**src/rtl/mccs_pkg.sv**
```systemverilog
// Package: shared types and constants for the minimum-count change solver.
`timescale 1ns / 1ps
package mccs_pkg;

  localparam int unsigned MaxTarget  = 1023;
  localparam int unsigned MaxSectors = 32;
  localparam int unsigned ScoreW     = 10;
  localparam int unsigned CountW     = 11;
  localparam int unsigned AddrW      = $clog2(MaxTarget + 1);
  localparam int unsigned SecIdxW    = $clog2(MaxSectors);
  localparam int unsigned SecCntW    = $clog2(MaxSectors + 1);
  localparam int unsigned QDepth     = 2;

  localparam logic [CountW-1:0] CountInf = {CountW{1'b1}};

  // Queue entry between the front and back parts
  typedef struct packed {
    logic [ScoreW-1:0] score;
    logic              last;
  } item_t;

  typedef enum logic [3:0] {
    ST_CLEAR,
    ST_IDLE,
    ST_RELAX_RD,
    ST_RELAX_WR,
    ST_CHECK,
    ST_WALK_RD,
    ST_WALK_RD2,
    ST_WALK_DEC,
    ST_FLUSH,
    ST_EMIT
  } state_e;

endpackage

```
**src/rtl/mccs_front.sv**
```systemverilog
// Front part: accept items and hold them in a short queue for the back part.
`timescale 1ns / 1ps
module mccs_front (
  input  logic                          clk_i,
  input  logic                          rst_ni,
  input  logic                          in_valid,
  output logic                          in_stall,
  input  logic [mccs_pkg::ScoreW-1:0]   sector_score_i,
  input  logic                          last_sector_i,
  output logic                          q_valid_o,
  output mccs_pkg::item_t               q_item_o,
  input  logic                          q_pop_i
);
  import mccs_pkg::*;

  localparam int unsigned PtrW = $clog2(QDepth);

  item_t             mem_q [QDepth];
  logic [PtrW-1:0]   wr_q, rd_q;
  logic [PtrW:0]     cnt_q;
  logic              push;

  assign in_stall  = (cnt_q == (PtrW+1)'(QDepth));
  assign push      = in_valid && !in_stall;
  assign q_valid_o = (cnt_q != '0);
  assign q_item_o  = mem_q[rd_q];

  // Store the transfer
  always_ff @(posedge clk_i) begin
    if (push) begin
      mem_q[wr_q] <= '{score: sector_score_i, last: last_sector_i};
    end
  end

  // Advance pointers and fill level
  always_ff @(posedge clk_i or negedge rst_ni) begin
    if (!rst_ni) begin
      wr_q  <= '0;
      rd_q  <= '0;
      cnt_q <= '0;
    end else begin
      if (push) wr_q <= wr_q + 1'b1;
      if (q_pop_i) rd_q <= rd_q + 1'b1;
      cnt_q <= cnt_q + (PtrW+1)'(push) - (PtrW+1)'(q_pop_i);
    end
  end

endmodule

```
**config.mk**
```make
export PLATFORM = sky130hd
export DESIGN_NAME = mccs_front
export DESIGN_NICKNAME = d
export VERILOG_FILES = /design/src/rtl/mccs_pkg.sv /design/src/rtl/mccs_front.sv
export SDC_FILE = /design/constraint.sdc
export NUM_CORES = 1
export LEC_CHECK = 0
export ABC_AREA = 1
export BUFFER_PORTS_ARGS = -buffer_cell sky130_fd_sc_hd__buf_2
export CORE_MARGIN = 4
export CORE_UTILIZATION = 40
export CTS_CLUSTER_DIAMETER = 50
export DETAILED_ROUTE_END_ITERATION = 6
export PLACE_DENSITY = 0.7
export REMOVE_ABC_BUFFERS = 1
export SLEW_MARGIN = 10
export SYNTH_ARGS = -nofsm -noshare
export SYNTH_HDL_FRONTEND = slang
export SYNTH_SLANG_ARGS = --single-unit
```
**constraint.sdc**
```tcl
create_clock -name clk_i -period 4 [get_ports clk_i]
set_clock_uncertainty 0.15 [all_clocks]
set_input_delay 0.8 -clock clk_i [delete_from_list [all_inputs] [get_ports clk_i]]
set_output_delay 0.8 -clock clk_i [all_outputs]
set_load 0.01 [all_outputs]
```
==> metrics.log <==
[metrics] NumNets Final: 132
[metrics] Crit path arrival time: 1.54 ns
[metrics] power density cells: between 600 and 700 nW/um^2
[metrics] synthesized area: 1050 sq um
[metrics] count of warnings emitted by yosys: 0
[metrics] average wire per cell in the routed design: 10.6 um
[metrics] share of the clock period used by the worst path: 62.3%
[metrics] Die Width: 59.3 um
[metrics] clock latency on the worst-skew pair: 0.30 ns
[metrics] Yosys reg bits: 26
[metrics] class of the tightest hold or removal check: in2async
[metrics] worst-case headroom to the max-slew limit: 38.4%
[metrics] total gr overflow: 0
[metrics] number of routed nets with antenna violations: 0
[metrics] Max Clk Rate: roughly 400 MHz
[metrics] type of origin of the critical path: flip-flop
[metrics] WS Path Type: reg2out
[metrics] clock slew at the register clock pins of the worst setup and hold paths: 0.13 ns
[metrics] number of port buffers: 27
[metrics] diode insertion count for antenna repair: 0
[metrics] clock tree from TritonCTS: done
[metrics] Vias/cell: 4.40
[metrics] number of global-route vias before repair: approximately 570
[metrics] detailed placer's ending HPWL: between 1 and 1.5 mm
[metrics] cells resized by post-CTS repair: 0
[metrics] clock root buffer: clkbuf_4
[metrics] post-CTS setup-driven buffer insertion count: 0
[metrics] setup-violating endpoint count in the final report: 0
[metrics] worst IR drop on VDD: 0.322 mV
[metrics] floorplan core area: 2500 sq um
[metrics] total routed wirelength: 1.53 mm
[metrics] Hold Fails Final Rpt: 0
[metrics] static power due to leakage: 0.576 nW
[metrics] part of the Yosys area used for sequential elements: about 72%
[metrics] most common cell after layout, fill and taps aside: buf_2
[metrics] total track usage: a little under a tenth
[metrics] drt initial violations: 22
[metrics] number of antenna violations at the first check in global routing: 0
[metrics] layout cell share with drive strength beyond 1: 29.8%
[metrics] Post-Route Hold Slack: 0.126 ns
[metrics] worst-path fanout max: 23
[metrics] leading cell types in the layout, fill and taps excluded: 27 x buf_2, 22 x edfxtp_1, 21 x nand2_1, 19 x inv_1, 7 x o21ai_0
[metrics] post-synthesis cell count: 85
[metrics] TritonRoute pass-1 iters: 4
[metrics] pin slew with the least headroom to its limit: 0.920 ns
[metrics] row count: 18
[metrics] routed vias: 633
[metrics] number of buffers inserted by hold repair at cts: 0
[metrics] Avg Cell Area, Syn: between 10 and 15 sq um
[metrics] Data required, critical path: 3.05 ns
[metrics] max-cap check violation count: 0
[metrics] global-route wire length before repair: 2.32 mm
[metrics] CTS Sinks: 26
[metrics] largest net degree at the start of global routing: 24
[metrics] initial standard-cell utilization of the core: 42.0%
[metrics] crit path time final: approximately 2.5 ns
[metrics] DRC violation count after routing: 0
[metrics] total die area: 3510 sq um
[metrics] Die Span Y: 59.3 um
[metrics] H-tree depth reported by CTS: 1
[metrics] Worst Setup End Kind: primary output
[metrics] distinct cell type count after synthesis: 11
[metrics] pins over their slew limit: 0
[metrics] Inserted Clock Buffers: 3
[metrics] Final TNS setup: 0 ns
[metrics] post-synthesis to final-layout area growth: 16.8%
[metrics] final weighted congestion in routability-driven placement: 0.628
[metrics] clk buf depth: 2
[metrics] outcome: complete, no violations
[metrics] RSZ-0062 raised after global routing: false
[metrics] number of top-level design ports: 28
[cell families after synthesis]
family | after synthesis | share of synthesized area [%]
AO/OA/AOI/OAI | 11 | 6.67
buffers and inverters | 21 | 8.93
flip-flops | 26 | 72.4
adder cells (fa/ha/maj) | 2 | 2.38
XOR/XNOR | 1 | 0.833
AND/OR/NAND/NOR | 24 | 8.81
[metal layers]
metal	wire length, um	part of all wire, %	GRT usage (%)
met1	643	42	9.77
met2	762	50	16.4
met3	128	8.3	2.40
met4	0	0	3.88
met5	0	0	0
[worst paths after layout]
kind / endpoint / cells after the start / start / slack, ns
worst max-delay path: q_item_o[10] / 2 / rd_q$_DFFE_PN0P_ / 1.51
worst min-delay path: cnt_q[1]$_DFF_PN0_ / 1 / rst_ni / 0.13
worst max register to register: mem_q[1][5]$_DFFE_PP_ / 3 / cnt_q[1]$_DFF_PN0_ / 2.16
worst min register to register: wr_q$_DFFE_PN0P_ / 2 / wr_q$_DFFE_PN0P_ / 0.34
max in group asynchronous: rd_q$_DFFE_PN0P_ / 1 / rst_ni / 3.45
min in group clk_i: wr_q$_DFFE_PN0P_ / 2 / wr_q$_DFFE_PN0P_ / 0.34
[critical path, stage by stage (launching register included)]
cell and delay (ns):
dfrtp_1 0.83, o21ai_0 0.23, buf_2 0.18
[flip-flops by register name, indices dropped and copies added, names as in the netlist]
name,flops
mem_q,22
cnt_q,2
rd_q,1
wr_q,1
[synthesized netlist by cell type, drive strengths merged]
cell    instances  area [sq um]
inv            19          71.3
nor2            1          3.75
o21ai          11          70.1
edfxtp         22           661
nand3           2          10.0
nand2          21          78.8
xor2            1          8.76
buf             2          22.5
dfrtp           4           100
ha              2          25.0
[through the flow]
step / area, sq um / total power, W / utilization [%] / std cells / worst slack (ns)
finish: 1230 / 0.000787 / 49.1 / 144 / 1.51
global route: 1230 / 0.000847 / 49.1 / 144 / 1.33
CTS: 1230 / 0.000801 / 49.1 / 144 / 1.48
detailed placement: 1200 / 0.000697 / 48.0 / 140 / 1.77
floorplan: 1030 / 0.000585 / - / 83 / 2.10
global placement: 1200 / 0.000686 / 48.0 / 140 / 1.83
[cell type report]
class	instances	area, sq um
clock buffer	3	22.5
clock inverter	1	3.75
fill	225	1270
inverter	19	71.3
multi-input combinational	38	196
sequential	26	761
tap	30	37.5
timing repair buffer	27	135
[where the power goes]
group	leakage, nW	internal [W]	switching, W
logic	0.309	0.000102	0.000154
registers	0.252	0.000374	0.0000523
clock network	0.0154	0.0000364	0.0000685
(Power assumes the default switching activity.)
